--- src/sv/cup_weight_drink_tracker_unit_assert.svh ---
// Assertion macros used by the tracker back stage.
`ifndef CUP_WEIGHT_DRINK_TRACKER_UNIT_ASSERT_SVH
`define CUP_WEIGHT_DRINK_TRACKER_UNIT_ASSERT_SVH

// same-cycle implication
`define CWDT_ASSERT_IMP(label, clk, rst_n, ante, cons) \
    label: assert property (@(posedge clk) disable iff (!rst_n) (ante) |-> (cons)) \
        else $error("cwdt assertion failed");

// next-cycle implication
`define CWDT_ASSERT_NXT(label, clk, rst_n, ante, cons) \
    label: assert property (@(posedge clk) disable iff (!rst_n) (ante) |=> (cons)) \
        else $error("cwdt assertion failed");

`endif

--- src/sv/cwdt_pkg.sv ---
// Types and constants of the cup weight drink tracker.
package cwdt_pkg;

    localparam int W_WEIGHT = 25;
    localparam int W_LEVEL  = 24;
    localparam int W_TOTAL  = 27;
    localparam int W_REM    = 19;
    localparam int W_TARE   = 19;
    localparam int W_CNT    = 2;
    localparam int W_GOAL   = 13;
    localparam int W_TOL    = 14;
    localparam int W_DELTA  = 14;
    localparam int W_KIND   = 3;
    localparam int W_OP     = 3;
    localparam int W_EV     = 3;
    localparam int W_CFG_IDX  = 2;
    localparam int W_CFG_DATA = 14;
    localparam int W_S_TDATA  = 32;
    localparam int W_M_TDATA  = 128;

    localparam int QDEPTH  = 2;
    localparam int QPTR_W  = (QDEPTH > 1) ? $clog2(QDEPTH) : 1;
    localparam int QCNT_W  = $clog2(QDEPTH + 1);

    localparam logic [W_CNT-1:0] STABLE_SAMPLES = 2'd3;

    localparam logic [W_KIND-1:0] KIND_SAMPLE = 3'd0;
    localparam logic [W_KIND-1:0] KIND_FAIL   = 3'd1;
    localparam logic [W_KIND-1:0] KIND_CUP    = 3'd2;
    localparam logic [W_KIND-1:0] KIND_BASE   = 3'd3;
    localparam logic [W_KIND-1:0] KIND_DAY    = 3'd4;

    localparam logic [W_OP-1:0] OP_SAMPLE = 3'd0;
    localparam logic [W_OP-1:0] OP_FAIL   = 3'd1;
    localparam logic [W_OP-1:0] OP_CUP    = 3'd2;
    localparam logic [W_OP-1:0] OP_BASE   = 3'd3;
    localparam logic [W_OP-1:0] OP_DAY    = 3'd4;
    localparam logic [W_OP-1:0] OP_IGNORE = 3'd5;

    localparam logic [W_EV-1:0] EV_NONE   = 3'd0;
    localparam logic [W_EV-1:0] EV_DRINK  = 3'd1;
    localparam logic [W_EV-1:0] EV_REFILL = 3'd2;
    localparam logic [W_EV-1:0] EV_FIRST  = 3'd3;
    localparam logic [W_EV-1:0] EV_REJECT = 3'd4;

    localparam logic [W_CFG_IDX-1:0] CFG_GOAL  = 2'd0;
    localparam logic [W_CFG_IDX-1:0] CFG_TOL   = 2'd1;
    localparam logic [W_CFG_IDX-1:0] CFG_DELTA = 2'd2;

    localparam logic signed [W_WEIGHT-1:0] CUP_MIN_CG = 25'sd100;
    localparam logic signed [W_WEIGHT-1:0] CUP_MAX_CG = 25'sd500000;
    localparam logic [W_LEVEL-1:0]  LEVEL_MAX    = 24'd10000000;
    localparam logic [W_TOTAL-1:0]  TOTAL_MAX    = 27'd100000000;
    localparam logic [W_GOAL-1:0]   GOAL_DEFAULT = 13'd1500;
    localparam logic [W_GOAL-1:0]   GOAL_MAX     = 13'd5000;
    localparam logic [W_TOL-1:0]    TOL_RESET    = 14'd500;
    localparam logic [W_DELTA-1:0]  DELTA_RESET  = 14'd200;
    localparam logic [W_REM:0]      CG_PER_ML    = 20'd100;

    typedef struct packed {
        logic [W_OP-1:0]            op;
        logic                       cup_in_range;
        logic signed [W_WEIGHT-1:0] weight;
    } item_t;

    typedef struct packed {
        logic [W_GOAL-1:0]  goal_ml;
        logic [W_TOL-1:0]   tol_cg;
        logic [W_DELTA-1:0] jitter_cg;
    } cfg_t;

    typedef struct packed {
        logic               scale_ready;
        logic               cup_present;
        logic [W_LEVEL-1:0] water;
        logic [W_LEVEL-1:0] base_water;
        logic               base_valid;
        logic [W_TOTAL-1:0] total;
        logic [W_EV-1:0]    ev;
        logic [W_LEVEL-1:0] drink;
    } exec_t;

endpackage

--- src/sv/cwdt_front.sv ---
// Front stage: accept scale transactions and classify them.
module cwdt_front (
    input  logic                           aclk,
    input  logic                           aresetn,
    input  logic                           in_valid,
    output logic                           in_ready,
    input  logic [cwdt_pkg::W_KIND-1:0]    kind,
    input  logic signed [cwdt_pkg::W_WEIGHT-1:0] weight,
    output logic                           out_valid,
    input  logic                           out_ready,
    output cwdt_pkg::item_t                out_item
);

    logic            valid_reg;
    cwdt_pkg::item_t item_reg;
    cwdt_pkg::item_t item_next;

    always_comb begin
        item_next.weight       = weight;
        item_next.cup_in_range = (weight >= cwdt_pkg::CUP_MIN_CG) &&
                                 (weight <= cwdt_pkg::CUP_MAX_CG);
        unique case (kind)
            cwdt_pkg::KIND_SAMPLE: item_next.op = cwdt_pkg::OP_SAMPLE;
            cwdt_pkg::KIND_FAIL:   item_next.op = cwdt_pkg::OP_FAIL;
            cwdt_pkg::KIND_CUP:    item_next.op = cwdt_pkg::OP_CUP;
            cwdt_pkg::KIND_BASE:   item_next.op = cwdt_pkg::OP_BASE;
            cwdt_pkg::KIND_DAY:    item_next.op = cwdt_pkg::OP_DAY;
            default:               item_next.op = cwdt_pkg::OP_IGNORE;
        endcase
    end

    assign in_ready  = !valid_reg || out_ready;
    assign out_valid = valid_reg;
    assign out_item  = item_reg;

    always_ff @(posedge aclk) begin
        if (!aresetn) begin
            valid_reg <= 1'b0;
        end else if (in_ready) begin
            valid_reg <= in_valid;
        end
    end

    always_ff @(posedge aclk) begin
        if (in_valid && in_ready) begin
            item_reg <= item_next;
        end
    end

endmodule

--- src/sv/cwdt_queue.sv ---
// Two-entry queue between the front and the back stage.
module cwdt_queue (
    input  logic            aclk,
    input  logic            aresetn,
    input  logic            push_valid,
    output logic            push_ready,
    input  cwdt_pkg::item_t push_item,
    output logic            pop_valid,
    input  logic            pop_ready,
    output cwdt_pkg::item_t pop_item
);

    cwdt_pkg::item_t                 entry_reg [cwdt_pkg::QDEPTH];
    logic [cwdt_pkg::QPTR_W-1:0]     wr_ptr_reg;
    logic [cwdt_pkg::QPTR_W-1:0]     rd_ptr_reg;
    logic [cwdt_pkg::QCNT_W-1:0]     count_reg;
    logic [cwdt_pkg::QPTR_W-1:0]     wr_ptr_next;
    logic [cwdt_pkg::QPTR_W-1:0]     rd_ptr_next;
    logic [cwdt_pkg::QCNT_W-1:0]     count_next;
    logic                            push;
    logic                            pop;

    assign push_ready = count_reg < cwdt_pkg::QCNT_W'(cwdt_pkg::QDEPTH);
    assign pop_valid  = count_reg != '0;
    assign pop_item   = entry_reg[rd_ptr_reg];
    assign push       = push_valid && push_ready;
    assign pop        = pop_valid && pop_ready;

    always_comb begin
        wr_ptr_next = wr_ptr_reg;
        rd_ptr_next = rd_ptr_reg;
        count_next  = count_reg;
        if (push) begin
            wr_ptr_next = (wr_ptr_reg == cwdt_pkg::QPTR_W'(cwdt_pkg::QDEPTH - 1)) ?
                          '0 : wr_ptr_reg + 1'b1;
        end
        if (pop) begin
            rd_ptr_next = (rd_ptr_reg == cwdt_pkg::QPTR_W'(cwdt_pkg::QDEPTH - 1)) ?
                          '0 : rd_ptr_reg + 1'b1;
        end
        if (push && !pop) begin
            count_next = count_reg + 1'b1;
        end else if (pop && !push) begin
            count_next = count_reg - 1'b1;
        end
    end

    always_ff @(posedge aclk) begin
        if (!aresetn) begin
            wr_ptr_reg <= '0;
            rd_ptr_reg <= '0;
            count_reg  <= '0;
        end else begin
            wr_ptr_reg <= wr_ptr_next;
            rd_ptr_reg <= rd_ptr_next;
            count_reg  <= count_next;
        end
    end

    always_ff @(posedge aclk) begin
        if (push) begin
            entry_reg[wr_ptr_reg] <= push_item;
        end
    end

endmodule

--- src/sv/cwdt_back.sv ---
// Back stage: update cup, level and daily total state for each transaction.
`include "cup_weight_drink_tracker_unit_assert.svh"

module cwdt_back (
    input  logic                           aclk,
    input  logic                           aresetn,
    input  logic [cwdt_pkg::W_TOL-1:0]     tol_cg,
    input  logic [cwdt_pkg::W_DELTA-1:0]   jitter_cg,
    input  logic                           in_valid,
    output logic                           in_ready,
    input  cwdt_pkg::item_t                in_item,
    output logic                           out_valid,
    input  logic                           out_ready,
    output cwdt_pkg::exec_t                out_res
);

    logic [cwdt_pkg::W_TARE-1:0]  tare_reg,       tare_next;
    logic                         tare_valid_reg, tare_valid_next;
    logic [cwdt_pkg::W_LEVEL-1:0] base_water_reg, base_water_next;
    logic                         base_valid_reg, base_valid_next;
    logic                         reading_ok_reg, reading_ok_next;
    logic signed [cwdt_pkg::W_WEIGHT-1:0] last_reg, last_next;
    logic [cwdt_pkg::W_LEVEL-1:0] cand_reg,       cand_next;
    logic                         cand_valid_reg, cand_valid_next;
    logic [cwdt_pkg::W_CNT-1:0]   cnt_reg,        cnt_next;
    logic [cwdt_pkg::W_LEVEL-1:0] stable_reg,     stable_next;
    logic                         stable_valid_reg, stable_valid_next;
    logic [cwdt_pkg::W_TOTAL-1:0] total_reg,      total_next;
    logic                         res_valid_reg;
    cwdt_pkg::exec_t              res_reg,        res_next;

    logic signed [cwdt_pkg::W_TARE:0]     thr;
    logic [cwdt_pkg::W_TARE-1:0]          thr0;
    logic                                 present_w;
    logic signed [cwdt_pkg::W_WEIGHT:0]   wdiff;
    logic [cwdt_pkg::W_LEVEL-1:0]         water_raw;
    logic [cwdt_pkg::W_LEVEL-1:0]         water_w;
    logic [cwdt_pkg::W_LEVEL-1:0]         bwater_w;
    logic                                 present_l;
    logic signed [cwdt_pkg::W_WEIGHT:0]   ldiff;
    logic [cwdt_pkg::W_LEVEL-1:0]         water_l;
    logic                                 pres_out;
    logic [cwdt_pkg::W_LEVEL-1:0]         water_out;
    logic signed [cwdt_pkg::W_LEVEL:0]    cdiff;
    logic signed [cwdt_pkg::W_LEVEL:0]    cdiff_neg;
    logic [cwdt_pkg::W_LEVEL-1:0]         cabs;
    logic                                 cand_far;
    logic [cwdt_pkg::W_CNT-1:0]           cnt_inc;
    logic signed [cwdt_pkg::W_LEVEL:0]    sdiff;
    logic signed [cwdt_pkg::W_LEVEL:0]    sdiff_neg;
    logic [cwdt_pkg::W_LEVEL-1:0]         sabs;
    logic                                 stable_far;
    logic [cwdt_pkg::W_TOTAL:0]           sum;
    logic [cwdt_pkg::W_TOTAL-1:0]         total_add;
    logic [cwdt_pkg::W_EV-1:0]            ev;
    logic [cwdt_pkg::W_LEVEL-1:0]         drink;
    logic                                 fire;

    assign in_ready  = !res_valid_reg || out_ready;
    assign fire      = in_valid && in_ready;
    assign out_valid = res_valid_reg;
    assign out_res   = res_reg;

    always_comb begin
        thr  = $signed({1'b0, tare_reg}) -
               $signed({{(cwdt_pkg::W_TARE - cwdt_pkg::W_TOL + 1){1'b0}}, tol_cg});
        thr0 = thr[cwdt_pkg::W_TARE] ? '0 : thr[cwdt_pkg::W_TARE-1:0];
        present_w = tare_valid_reg &&
                    (in_item.weight >=
                     $signed({{(cwdt_pkg::W_WEIGHT - cwdt_pkg::W_TARE){1'b0}}, thr0}));
        wdiff = $signed({in_item.weight[cwdt_pkg::W_WEIGHT-1], in_item.weight}) -
                $signed({{(cwdt_pkg::W_WEIGHT + 1 - cwdt_pkg::W_TARE){1'b0}}, tare_reg});
        bwater_w = wdiff[cwdt_pkg::W_WEIGHT] ? '0 : wdiff[cwdt_pkg::W_LEVEL-1:0];
        if (wdiff[cwdt_pkg::W_WEIGHT]) begin
            water_raw = '0;
        end else if (wdiff > $signed({2'b00, cwdt_pkg::LEVEL_MAX})) begin
            water_raw = cwdt_pkg::LEVEL_MAX;
        end else begin
            water_raw = wdiff[cwdt_pkg::W_LEVEL-1:0];
        end
        water_w = present_w ? water_raw : '0;

        present_l = tare_valid_reg && reading_ok_reg &&
                    (last_reg >=
                     $signed({{(cwdt_pkg::W_WEIGHT - cwdt_pkg::W_TARE){1'b0}}, thr0}));
        ldiff = $signed({last_reg[cwdt_pkg::W_WEIGHT-1], last_reg}) -
                $signed({{(cwdt_pkg::W_WEIGHT + 1 - cwdt_pkg::W_TARE){1'b0}}, tare_reg});
        if (!present_l || ldiff[cwdt_pkg::W_WEIGHT]) begin
            water_l = '0;
        end else if (ldiff > $signed({2'b00, cwdt_pkg::LEVEL_MAX})) begin
            water_l = cwdt_pkg::LEVEL_MAX;
        end else begin
            water_l = ldiff[cwdt_pkg::W_LEVEL-1:0];
        end

        cdiff     = $signed({1'b0, water_w}) - $signed({1'b0, cand_reg});
        cdiff_neg = -cdiff;
        cabs      = cdiff[cwdt_pkg::W_LEVEL] ? cdiff_neg[cwdt_pkg::W_LEVEL-1:0] :
                                               cdiff[cwdt_pkg::W_LEVEL-1:0];
        cand_far  = cabs > {{(cwdt_pkg::W_LEVEL - cwdt_pkg::W_DELTA){1'b0}}, jitter_cg};
        cnt_inc   = (cnt_reg < cwdt_pkg::STABLE_SAMPLES) ? cnt_reg + 1'b1 : cnt_reg;

        sdiff      = $signed({1'b0, stable_reg}) - $signed({1'b0, cand_reg});
        sdiff_neg  = -sdiff;
        sabs       = sdiff[cwdt_pkg::W_LEVEL] ? sdiff_neg[cwdt_pkg::W_LEVEL-1:0] :
                                                sdiff[cwdt_pkg::W_LEVEL-1:0];
        stable_far = sabs > {{(cwdt_pkg::W_LEVEL - cwdt_pkg::W_DELTA){1'b0}}, jitter_cg};
        sum        = {1'b0, total_reg} +
                     {{(cwdt_pkg::W_TOTAL + 1 - cwdt_pkg::W_LEVEL){1'b0}},
                      sdiff[cwdt_pkg::W_LEVEL-1:0]};
        total_add  = (sum > {1'b0, cwdt_pkg::TOTAL_MAX}) ? cwdt_pkg::TOTAL_MAX :
                                                           sum[cwdt_pkg::W_TOTAL-1:0];
    end

    always_comb begin
        tare_next         = tare_reg;
        tare_valid_next   = tare_valid_reg;
        base_water_next   = base_water_reg;
        base_valid_next   = base_valid_reg;
        reading_ok_next   = reading_ok_reg;
        last_next         = last_reg;
        pres_out          = present_l;
        water_out         = water_l;
        cand_next         = cand_reg;
        cand_valid_next   = cand_valid_reg;
        cnt_next          = cnt_reg;
        stable_next       = stable_reg;
        stable_valid_next = stable_valid_reg;
        total_next        = total_reg;
        ev                = cwdt_pkg::EV_NONE;
        drink             = '0;

        unique case (in_item.op)
            cwdt_pkg::OP_SAMPLE: begin
                reading_ok_next = 1'b1;
                last_next       = in_item.weight;
                pres_out        = present_w;
                water_out       = water_w;
                if (present_w) begin
                    if (!cand_valid_reg || cand_far) begin
                        cand_next       = water_w;
                        cand_valid_next = 1'b1;
                        cnt_next        = cwdt_pkg::W_CNT'(1);
                    end else begin
                        cnt_next = cnt_inc;
                        if (cnt_inc >= cwdt_pkg::STABLE_SAMPLES) begin
                            if (!stable_valid_reg) begin
                                stable_next       = cand_reg;
                                stable_valid_next = 1'b1;
                                ev                = cwdt_pkg::EV_FIRST;
                            end else if (stable_far) begin
                                stable_next = cand_reg;
                                if (!sdiff[cwdt_pkg::W_LEVEL]) begin
                                    total_next = total_add;
                                    drink      = sdiff[cwdt_pkg::W_LEVEL-1:0];
                                    ev         = cwdt_pkg::EV_DRINK;
                                end else begin
                                    ev = cwdt_pkg::EV_REFILL;
                                end
                            end
                        end
                    end
                end
            end
            cwdt_pkg::OP_FAIL: begin
                reading_ok_next = 1'b0;
                pres_out        = 1'b0;
                water_out       = '0;
            end
            cwdt_pkg::OP_CUP: begin
                if (!in_item.cup_in_range) begin
                    ev = cwdt_pkg::EV_REJECT;
                end else begin
                    reading_ok_next   = 1'b1;
                    last_next         = in_item.weight;
                    tare_next         = in_item.weight[cwdt_pkg::W_TARE-1:0];
                    tare_valid_next   = 1'b1;
                    base_valid_next   = 1'b0;
                    base_water_next   = '0;
                    pres_out          = 1'b1;
                    water_out         = '0;
                    cand_next         = '0;
                    cand_valid_next   = 1'b1;
                    cnt_next          = cwdt_pkg::STABLE_SAMPLES;
                    stable_next       = '0;
                    stable_valid_next = 1'b1;
                end
            end
            cwdt_pkg::OP_BASE: begin
                if (!tare_valid_reg) begin
                    ev = cwdt_pkg::EV_REJECT;
                end else begin
                    reading_ok_next   = 1'b1;
                    last_next         = in_item.weight;
                    base_valid_next   = 1'b1;
                    base_water_next   = bwater_w;
                    pres_out          = present_w;
                    water_out         = water_w;
                    cand_next         = water_w;
                    cand_valid_next   = 1'b1;
                    cnt_next          = cwdt_pkg::STABLE_SAMPLES;
                    stable_next       = water_w;
                    stable_valid_next = 1'b1;
                end
            end
            cwdt_pkg::OP_DAY: begin
                total_next        = '0;
                stable_next       = '0;
                stable_valid_next = 1'b0;
                cand_next         = '0;
                cand_valid_next   = 1'b0;
                cnt_next          = '0;
            end
            default: begin
            end
        endcase

        res_next.scale_ready = reading_ok_next;
        res_next.cup_present = pres_out;
        res_next.water       = water_out;
        res_next.base_water  = base_water_next;
        res_next.base_valid  = base_valid_next;
        res_next.total       = total_next;
        res_next.ev          = ev;
        res_next.drink       = drink;
    end

    always_ff @(posedge aclk) begin
        if (!aresetn) begin
            tare_reg         <= '0;
            tare_valid_reg   <= 1'b0;
            base_water_reg   <= '0;
            base_valid_reg   <= 1'b0;
            reading_ok_reg   <= 1'b0;
            last_reg         <= '0;
            cand_reg         <= '0;
            cand_valid_reg   <= 1'b0;
            cnt_reg          <= '0;
            stable_reg       <= '0;
            stable_valid_reg <= 1'b0;
            total_reg        <= '0;
        end else if (fire) begin
            tare_reg         <= tare_next;
            tare_valid_reg   <= tare_valid_next;
            base_water_reg   <= base_water_next;
            base_valid_reg   <= base_valid_next;
            reading_ok_reg   <= reading_ok_next;
            last_reg         <= last_next;
            cand_reg         <= cand_next;
            cand_valid_reg   <= cand_valid_next;
            cnt_reg          <= cnt_next;
            stable_reg       <= stable_next;
            stable_valid_reg <= stable_valid_next;
            total_reg        <= total_next;
        end
    end

    always_ff @(posedge aclk) begin
        if (!aresetn) begin
            res_valid_reg <= 1'b0;
        end else if (in_ready) begin
            res_valid_reg <= in_valid;
        end
    end

    always_ff @(posedge aclk) begin
        if (fire) begin
            res_reg <= res_next;
        end
    end

    `CWDT_ASSERT_IMP(a_cnt_range, aclk, aresetn, 1'b1, cnt_reg <= cwdt_pkg::STABLE_SAMPLES)
    `CWDT_ASSERT_IMP(a_total_cap, aclk, aresetn, 1'b1, total_reg <= cwdt_pkg::TOTAL_MAX)
    `CWDT_ASSERT_IMP(a_base_needs_tare, aclk, aresetn, base_valid_reg, tare_valid_reg)
    `CWDT_ASSERT_IMP(a_drink_event, aclk, aresetn, res_valid_reg && (res_reg.drink != '0), res_reg.ev == cwdt_pkg::EV_DRINK)
    `CWDT_ASSERT_NXT(a_res_hold, aclk, aresetn, res_valid_reg && !out_ready, res_valid_reg && $stable(res_reg))

endmodule

--- src/sv/cwdt_out.sv ---
// Output stage: derive session, goal fields and register the result transaction.
module cwdt_out (
    input  logic                             aclk,
    input  logic                             aresetn,
    input  logic [cwdt_pkg::W_GOAL-1:0]      goal_ml,
    input  logic                             in_valid,
    output logic                             in_ready,
    input  cwdt_pkg::exec_t                  in_res,
    output logic                             m_tvalid,
    input  logic                             m_tready,
    output logic [cwdt_pkg::W_M_TDATA-1:0]   m_tdata,
    output logic [cwdt_pkg::W_EV-1:0]        m_tuser
);

    localparam int W_USED = 1 + 1 + cwdt_pkg::W_LEVEL + cwdt_pkg::W_LEVEL +
                            cwdt_pkg::W_TOTAL + cwdt_pkg::W_REM + 1 + cwdt_pkg::W_LEVEL;

    logic                                valid_reg;
    logic [cwdt_pkg::W_M_TDATA-1:0]      data_reg, data_next;
    logic [cwdt_pkg::W_EV-1:0]           user_reg;
    logic [cwdt_pkg::W_GOAL-1:0]         goal_sel;
    logic [cwdt_pkg::W_REM:0]            goal_prod;
    logic [cwdt_pkg::W_REM-1:0]          goal_cg;
    logic signed [cwdt_pkg::W_LEVEL:0]   bdiff;
    logic [cwdt_pkg::W_LEVEL-1:0]        consumed;
    logic [cwdt_pkg::W_REM-1:0]          remaining;
    logic                                goal_met;

    assign in_ready = !valid_reg || m_tready;
    assign m_tvalid = valid_reg;
    assign m_tdata  = data_reg;
    assign m_tuser  = user_reg;

    always_comb begin
        if (goal_ml == '0) begin
            goal_sel = cwdt_pkg::GOAL_DEFAULT;
        end else if (goal_ml > cwdt_pkg::GOAL_MAX) begin
            goal_sel = cwdt_pkg::GOAL_MAX;
        end else begin
            goal_sel = goal_ml;
        end
        goal_prod = {{(cwdt_pkg::W_REM + 1 - cwdt_pkg::W_GOAL){1'b0}}, goal_sel} *
                    cwdt_pkg::CG_PER_ML;
        goal_cg   = goal_prod[cwdt_pkg::W_REM-1:0];

        bdiff = $signed({1'b0, in_res.base_water}) - $signed({1'b0, in_res.water});
        if (!in_res.base_valid || bdiff[cwdt_pkg::W_LEVEL]) begin
            consumed = '0;
        end else if (bdiff > $signed({1'b0, cwdt_pkg::LEVEL_MAX})) begin
            consumed = cwdt_pkg::LEVEL_MAX;
        end else begin
            consumed = bdiff[cwdt_pkg::W_LEVEL-1:0];
        end

        goal_met  = in_res.total >= {{(cwdt_pkg::W_TOTAL - cwdt_pkg::W_REM){1'b0}}, goal_cg};
        remaining = goal_met ? '0 : goal_cg - in_res.total[cwdt_pkg::W_REM-1:0];

        data_next = {{(cwdt_pkg::W_M_TDATA - W_USED){1'b0}},
                     in_res.drink, goal_met, remaining, in_res.total,
                     consumed, in_res.water, in_res.cup_present, in_res.scale_ready};
    end

    always_ff @(posedge aclk) begin
        if (!aresetn) begin
            valid_reg <= 1'b0;
        end else if (in_ready) begin
            valid_reg <= in_valid;
        end
    end

    always_ff @(posedge aclk) begin
        if (in_valid && in_ready) begin
            data_reg <= data_next;
            user_reg <= in_res.ev;
        end
    end

endmodule

--- src/sv/cup_weight_drink_tracker_unit.sv ---
// Top level of the cup weight drink tracker.
// Usage:
//   s_ channel: one scale transaction per handshake; s_tuser carries the event kind
//   (sample, read failed, capture empty cup, capture baseline, new day) and s_tdata
//   the signed weight in centigrams.
//   m_ channel: exactly one result transaction per input transaction, in order;
//   m_tuser carries the event code, m_tdata the status after that transaction.
//   cfg_ port: write goal, cup tolerance and stable delta while the block is idle;
//   writes take effect at the clock edge, no read-back.
// Timing: a transaction, taken at the accepting edge, passes the front register, the queue,
//   the state update and the output register before m_tvalid rises. One transaction per
//   cycle flows while m_tready is high; the back stage updates all per-transaction state.
// Reset: aresetn low clears all tracking state and empties the pipeline; the
//   configuration returns to goal 1500 ml, tolerance 500 cg, delta 200 cg.
// Stall: while m_tready is low the result holds; up to five transactions are buffered
//   inside, after which s_tready drops until the receiver drains the output.
module cup_weight_drink_tracker_unit (
    input  logic                                aclk,
    input  logic                                aresetn,
    input  logic                                s_tvalid,
    output logic                                s_tready,
    input  logic [cwdt_pkg::W_S_TDATA-1:0]      s_tdata,  // [24:0] weight_cg
    input  logic [cwdt_pkg::W_KIND-1:0]         s_tuser,  // [2:0] kind
    output logic                                m_tvalid,
    input  logic                                m_tready,
    // [0] scale_ready, [1] cup_present, [25:2] water level, [49:26] session_consumed_cg,
    // [76:50] today_total_cg, [95:77] remaining_cg, [96] goal_met, [120:97] drink_cg
    output logic [cwdt_pkg::W_M_TDATA-1:0]      m_tdata,
    output logic [cwdt_pkg::W_EV-1:0]           m_tuser,  // [2:0] event_res
    input  logic                                cfg_wr_en,
    input  logic [cwdt_pkg::W_CFG_IDX-1:0]      cfg_idx,
    input  logic [cwdt_pkg::W_CFG_DATA-1:0]     cfg_wdata
);

    cwdt_pkg::cfg_t   cfg_reg;
    cwdt_pkg::item_t  fr_item;
    cwdt_pkg::item_t  q_item;
    cwdt_pkg::exec_t  ex_res;
    logic             fr_valid;
    logic             fr_ready;
    logic             q_valid;
    logic             q_ready;
    logic             ex_valid;
    logic             ex_ready;

    always_ff @(posedge aclk) begin
        if (!aresetn) begin
            cfg_reg.goal_ml   <= cwdt_pkg::GOAL_DEFAULT;
            cfg_reg.tol_cg    <= cwdt_pkg::TOL_RESET;
            cfg_reg.jitter_cg <= cwdt_pkg::DELTA_RESET;
        end else if (cfg_wr_en) begin
            unique case (cfg_idx)
                cwdt_pkg::CFG_GOAL:  cfg_reg.goal_ml   <= cfg_wdata[cwdt_pkg::W_GOAL-1:0];
                cwdt_pkg::CFG_TOL:   cfg_reg.tol_cg    <= cfg_wdata[cwdt_pkg::W_TOL-1:0];
                cwdt_pkg::CFG_DELTA: cfg_reg.jitter_cg <= cfg_wdata[cwdt_pkg::W_DELTA-1:0];
                default: begin
                end
            endcase
        end
    end

    cwdt_front u_front (
        .aclk      (aclk),
        .aresetn   (aresetn),
        .in_valid  (s_tvalid),
        .in_ready  (s_tready),
        .kind      (s_tuser),
        .weight    ($signed(s_tdata[cwdt_pkg::W_WEIGHT-1:0])),
        .out_valid (fr_valid),
        .out_ready (fr_ready),
        .out_item  (fr_item)
    );

    cwdt_queue u_queue (
        .aclk       (aclk),
        .aresetn    (aresetn),
        .push_valid (fr_valid),
        .push_ready (fr_ready),
        .push_item  (fr_item),
        .pop_valid  (q_valid),
        .pop_ready  (q_ready),
        .pop_item   (q_item)
    );

    cwdt_back u_back (
        .aclk      (aclk),
        .aresetn   (aresetn),
        .tol_cg    (cfg_reg.tol_cg),
        .jitter_cg (cfg_reg.jitter_cg),
        .in_valid  (q_valid),
        .in_ready  (q_ready),
        .in_item   (q_item),
        .out_valid (ex_valid),
        .out_ready (ex_ready),
        .out_res   (ex_res)
    );

    cwdt_out u_out (
        .aclk     (aclk),
        .aresetn  (aresetn),
        .goal_ml  (cfg_reg.goal_ml),
        .in_valid (ex_valid),
        .in_ready (ex_ready),
        .in_res   (ex_res),
        .m_tvalid (m_tvalid),
        .m_tready (m_tready),
        .m_tdata  (m_tdata),
        .m_tuser  (m_tuser)
    );

endmodule

--- config.mk ---
export PLATFORM = sky130hd
export DESIGN_NAME = cup_weight_drink_tracker_unit
export DESIGN_NICKNAME = d
export VERILOG_FILES = /design/src/sv/cwdt_pkg.sv /design/src/sv/cwdt_front.sv /design/src/sv/cwdt_queue.sv /design/src/sv/cwdt_back.sv /design/src/sv/cwdt_out.sv /design/src/sv/cup_weight_drink_tracker_unit.sv
export VERILOG_INCLUDE_DIRS = /design/src /design/src/sv
export SDC_FILE = /design/constraint.sdc
export NUM_CORES = 1
export LEC_CHECK = 0
export BUFFER_PORTS_ARGS = -buffer_cell sky130_fd_sc_hd__buf_2
export CAP_MARGIN = 25
export CORE_AREA = 4 4 267 243
export DETAILED_ROUTE_END_ITERATION = 6
export DIE_AREA = 0 0 271 247
export GPL_ROUTABILITY_DRIVEN = 0
export PLACE_DENSITY = 0.79
export SETUP_SLACK_MARGIN = 0.02
export SLEW_MARGIN = 0
export SYNTH_ARGS = -nofsm -noshare
export SYNTH_HDL_FRONTEND = slang
export SYNTH_SLANG_ARGS = --single-unit
--- constraint.sdc ---
create_clock -name aclk -period 17.9 [get_ports aclk]
set_input_delay 3.58 -clock aclk [delete_from_list [all_inputs] [get_ports aclk]]
set_output_delay 3.58 -clock aclk [all_outputs]
set_load 0.02 [all_outputs]
==> results of run 1 <==
==> placed cells by master (no fill, tap or decap), types with 43 or more instances in the layout <==
cell type  instances
nor2b_1           43
clkbuf_16         57
a21o_1            90
nand2_1          300
ha_1             292
o21a_1            44
edfxtp_1         316
buf_2            175
inv_1            287
xnor2_1           90
a211oi_1          73
o21ai_0          164
dfxtp_1          198
o211ai_1          43
a21oi_1          235
nor2_1           280
nand3_1           99
nor3_1           103
xor2_1            55
==> kinds of logic after synthesis <==
kind of cell / after synthesis
other: 1
AO/OA/AOI/OAI: 1036
flip-flops: 515
AND/OR/NAND/NOR: 1125
XOR/XNOR: 148
adder cells (fa/ha/maj): 307
multiplexers: 45
buffers and inverters: 429
==> per-layer routing <==
layer  vias to the layer above  track usage (%)  wire length (um)
li1                      13600                -                 -
met1                     13500             37.5             39500
met2                      1360             41.2             40400
met3                       223             4.91              9090
met4                         2             9.22              3270
met5                         -                0                11
==> final timing paths <==
kind | startpoint | slack, ps | endpoint
max | cfg_reg[15] | 4730 | u_back.stable_reg[12]
min | u_back.out_res[18] | 420 | u_out.m_tdata[115]
max reg2reg | cfg_reg[15] | 4730 | u_back.stable_reg[12]
min reg2reg | u_back.out_res[18] | 420 | u_out.m_tdata[115]
==> cell type report <==
type,instances,area [um2],area share (%)
tap,845,1060,2.85
clock inverter,32,293,0.788
timing repair buffer,205,1130,3.05
antenna,1,2.50,0.00674
inverter,291,1100,2.95
clock buffer,68,1500,4.03
multi-input combinational,2668,18600,50.1
sequential,515,13500,36.3
==> stage by stage <==
stage          power (mW)  util, %  cells  setup slack [ps]
2_1_floorplan        4.14        -   3612              6790
3_3_place_gp         4.92     56.8   4519              4930
3_5_place_dp         4.99     56.8   4522              4990
4_1_cts              6.13     59.7   4622              4960
5_1_grt              6.59     59.8   4625              3990
6_report             6.22     59.8   4625              4730
==> synthesized netlist by cell type, types with 43 or more instances <==
library cell / instances
nor2b_1: 45
dfxtp_1: 199
a211oi_1: 73
nor3_1: 103
clkbuf_1: 96
xnor2_1: 90
o21ai_0: 164
nor2_1: 281
nand2_1: 300
ha_1: 292
nand3_1: 99
inv_1: 289
a21o_1: 90
o21a_1: 44
o211ai_1: 43
edfxtp_1: 316
xor2_1: 55
a21oi_1: 237
==> worst max-delay path: cells and delay by family, from the launching register on <==
| family | cells | cell delay, ps |
|---|---|---|
| flip-flops | 1 | 380 |
| buffers and inverters | 4 | 740 |
| AND/OR/NAND/NOR | 16 | 3930 |
| adder cells (fa/ha/maj) | 5 | 1410 |
| AO/OA/AOI/OAI | 26 | 6160 |
| XOR/XNOR | 2 | 380 |
==> power by group through the flow <==
stage	combinational (mW)	sequential (mW)	clock, mW
2_1_floorplan	2.37	1.77	0
3_3_place_gp	3.21	1.71	0
3_5_place_dp	3.27	1.71	0
4_1_cts	3.30	1.69	1.15
5_1_grt	3.70	1.70	1.20
6_report	3.42	1.67	1.13
==> metrics.yaml, run 1 <==
period_needed_ps: 13170
grt-ovfl-total: 0
min_period_over_period_pct: 73.6
io_buffers: 174
slew-limit-headroom_pct: 19.0
die-area_um2: 66900
synth_compound_area_share_pct: 21.3
synth_fa_ha_area_share_pct: 11.7
leakage_nw: 15.3
hpwl_mm: 69.9
final_hold_viol_count: 0
fin_setup_tns_ps: 0
cts_root_buf: "clkbuf_16"
insertion_delay_ps: 620
placed_area_um2: 35300
postRouteAntennaNets: 0
powerDensity_nw_per_um2: 168
end_kind: "flip-flop"
synthXorXnorAreaFrac_pct: 3.94
pin_count: 189
ctsResizeCount: 0
numCtsBuffers: 53
p_switching_mw: 2.82
htree_levels: 2
cts_hold_buf: 0
max_cap_viol_count: 0
via_count: 28600
synthDominantCellAreaShare_pct: 28.1
setup_viol: 0
postCtsSetupBuffers: 0
largest_reg_flops: 121
start_util_pct: 54.3
worst_slew_pin_slew_ps: 1210
grt_max_degree: 76
vdd_drop_max_uv: 116
critPathKind: "flip-flop to flip-flop"
drtIter0Drc: 3093
path_max_fanout: 22
worst_ep_arrival_time_ps: 13650
clock_sinks: 515
grt_pass1_vias: 26200
timing.fmax_ghz: 0.0759
yosys_register_bits: 515
p_sw_share_pct: 45.3
die_y_um: 247
clk_pin_slew_ps: 60
hold_path_depth: 0
wl_per_cell_um: 20.0
power.share.clock_pct: 18.2
grt_pass1_wl_mm: 143
yosysWarnings: 0
power_frac_seq_pct: 26.9
yosys-mux-area-fraction_pct: 1.35
slew_violations: 0
synthCells: 3606
drc: 1
seq_area_frac_synth_pct: 39.9
min_path_type: "flip-flop to flip-flop"
final_nets: 4097
crit_required_ps: 18380
p_comb_share_pct: 54.9
core-area_um2: 62200
ys_types: 114
clk_path_buf_depth: 3
fillers: 5191
routed_wl_mm: 92.3
crit_path_max_incr_delay_ps: 710
start_kind: "flip-flop"
detail_route.first_pass.iterations: 7
intPower_mw: 3.40
syn-cell-area_um2: 33700
cts_tree: "done"
antenna_found_initial: 2
hold_slack_ps: 417
synth_top_family_by_area: "compound AO/OA/AOI/OAI gates"
layout-drive-gt1-share_pct: 10.7
slowest_stage: "or4_1"
synthTopCellsByArea: "edfxtp_1 28%, dfxtp_1 12%, ha_1 11%, a21oi_1 3.5%, nand2_1 3.3%"
ff2ff_path_depth: 53
grt_setup_unrepaired: "no"
status: "finished, violations left"
num_rows: 87
stdcell_area_um2: 37200
die_x_um: 271
syn_avg_cell_area_um2: 9.36
track_usage_pct: 26.5
synth-edff-count: 316
via_per_inst: 6.19
synth_area_leader_cell: "edfxtp_1"
violations: "design-rule violations"
fin_skew_ps: 32.9
async_reset_ff_share_pct: 0
synth-simple-area-share_pct: 16.6
area_delta_synth_final_pct: 10.1
synth_ff_type: "edfxtp_1"
(Power assumes the default switching activity.)
==> inputs of run 2 (changes only) <==
--- a/config.mk
+++ b/config.mk
@@ -12,7 +12,7 @@
 export DETAILED_ROUTE_END_ITERATION = 6
 export DIE_AREA = 0 0 271 247
 export GPL_ROUTABILITY_DRIVEN = 0
-export PLACE_DENSITY = 0.79
+export PLACE_DENSITY = 0.82
 export SETUP_SLACK_MARGIN = 0.02
 export SLEW_MARGIN = 0
 export SYNTH_ARGS = -nofsm -noshare
==> constraint.sdc (replaced) <==
create_clock -name aclk -period 11.15 [get_ports aclk]
set_input_delay 2.23 -clock aclk [delete_from_list [all_inputs] [get_ports aclk]]
set_output_delay 2.23 -clock aclk [all_outputs]
set_load 0.02 [all_outputs]
==> run 2 against run 1 <==
Against the previous run: the run still ends with design-rule violations left; die area is the same; routed wire length rose by 3.1%; clock-buffer cell count grew 6; register-to-register slack got worse by 4200 ps; first-iteration DRC count increased by 6.4%; fmax up 24%; critical path type unchanged.
==> metrics.yaml, run 2 (synthesized netlist as in run 1, its figures left out) <==
p_comb_share_pct: 55.6
worst_slew_pin_slew_ps: 981
numCtsBuffers: 54
dp_slack_ps: 35.9
powerDensity_nw_per_um2: 269
setup_viol: 0
power_frac_seq_pct: 26.5
grt_max_degree: 76
crit_path_max_incr_delay_ps: 550
drtIter0Drc: 3291
utilization_pct: 61.0
die-area_um2: 66900
area_delta_synth_final_pct: 12.4
crit_required_ps: 11620
fin_skew_ps: 50.3
cts_root_buf: "clkbuf_16"
start_util_pct: 54.3
wl_per_cell_um: 20.2
hpwl_mm: 71.0
drc: 1
die_x_um: 271
final_hold_viol_count: 0
max_cap_viol_count: 0
p_switching_mw: 4.65
finalWorstSetupSlack_ps: 505
vdd_drop_max_uv: 180
violations: "design-rule violations"
htree_levels: 2
clk_path_buf_depth: 3
placed_area_um2: 35900
detail_route.first_pass.iterations: 7
clk_pin_slew_ps: 60
via_per_inst: 6.27
leakage_nw: 15.7
largest_reg_flops: 121
cts_hold_buf: 0
routed_wl_mm: 95.2
slowest_stage: "or4_4"
postRouteAntennaNets: 0
start_kind: "flip-flop"
grt-ovfl-total: 0
critPathKind: "flip-flop to flip-flop"
p_sw_share_pct: 45.6
layout_commonest_cell: "edfxtp_1"
slew-limit-headroom_pct: 34.5
hold_slack_ps: 417
slew_violations: 0
insertion_delay_ps: 650
pin_count: 189
io_buffers: 174
via_count: 29500
end_kind: "flip-flop"
intPower_mw: 5.55
timing.fmax_ghz: 0.0939
min_period_over_period_pct: 95.5
period_needed_ps: 10650
stdcell_area_um2: 37900
grt_pass1_vias: 27100
min_path_type: "flip-flop to flip-flop"
layout-drive-gt1-share_pct: 13.0
grt_pass1_wl_mm: 146
status: "finished, violations left"
final_nets: 4173
final_cell_mix: "316 x edfxtp_1, 300 x nand2_1, 290 x ha_1, 287 x inv_1, 278 x nor2_1"
antenna_found_initial: 3
worst_ep_arrival_time_ps: 11120
power.share.clock_pct: 17.9
die_y_um: 247
core-area_um2: 62200
num_rows: 87
cts_tree: "done"
track_usage_pct: 27.1
clock_sinks: 515
path_max_fanout: 7
-- run 2: cell types whose count changed in the layout (fill, tap and decap cells not counted), sizes merged --
cell / before / now
buf: 205 / 278
o21a: 47 / 48
inv: 296 / 299
clkinvlp: 7 / 4
clkinv: 16 / 12
bufinv: 4 / 3
clkbuf: 68 / 75
-- run 2: worst paths after layout --
check	startpoint	end	slack, ps	cells past startpoint
worst max-delay path	u_back.tare_reg[0]	u_back.out_res[31]	500	57
worst min-delay path	u_back.out_res[24]	u_out.m_tuser[0]	420	0
worst max register to register	u_back.tare_reg[0]	u_back.out_res[31]	500	57
worst min register to register	u_back.out_res[24]	u_out.m_tuser[0]	420	0
-- run 2: what timing repair did --
| item | in CTS | in global routing |
|---|---|---|
| buffers inserted | 1 | 5 |
| pin swaps | 0 | 8 |
| gates resized for setup | 3 | 43 |
| setup endpoints to repair | 45 | 132 |
| cloned | 0 | 2 |
-- run 2: metal layers --
layer	part of all wire [%]	global-route usage (%)	vias up	routed length, um
met5	0.013	0	-	12
met4	4.5	11.4	2	4330
met3	11	5.10	310	10100
met2	44	42.3	1581	42000
met1	41	37.1	13800	38700
li1	-	-	13700	-
-- run 2: area by class of cell --
class | count | area [um2]
well taps | 845 | 1060
clock inverters | 27 | 278
flip-flops and latches | 515 | 13500
multi-input cells | 2669 | 18800
inverters | 291 | 1100
diodes | 1 | 2.50
clock buffers | 74 | 1510
repair buffers | 279 | 1750
fillers | 4986 | 24200
-- run 2: critical path: cells and delay by family (launching register included) --
| family | cells | cell delay (ps) |
|---|---|---|
| xor+xnor | 2 | 400 |
| buf+inv | 9 | 1260 |
| compound gates | 27 | 4060 |
| flops | 1 | 330 |
| fa+ha+maj | 5 | 1620 |
| simple gates | 14 | 2810 |
-- run 2: power by group through the flow --
| stage | Combinational, mW | Sequential [mW] | Clock [mW] |
|---|---|---|---|
| 6_report | 5.67 | 2.70 | 1.83 |
| 5_1_grt | 6.11 | 2.73 | 1.93 |
| 4_1_cts | 5.44 | 2.70 | 1.85 |
| 3_5_place_dp | 5.38 | 2.73 | 0 |
| 3_3_place_gp | 5.26 | 2.72 | 0 |
| 2_1_floorplan | 3.80 | 2.85 | 0 |
-- run 2: stage by stage --
step	std cells	TNS (ps)	power [mW]
6_report	4701	0	10.2
3_3_place_gp	4589	0	7.98
4_1_cts	4691	0	9.98
5_1_grt	4701	-1200	10.8
2_1_floorplan	3612	0	6.65
3_5_place_dp	4589	0	8.12
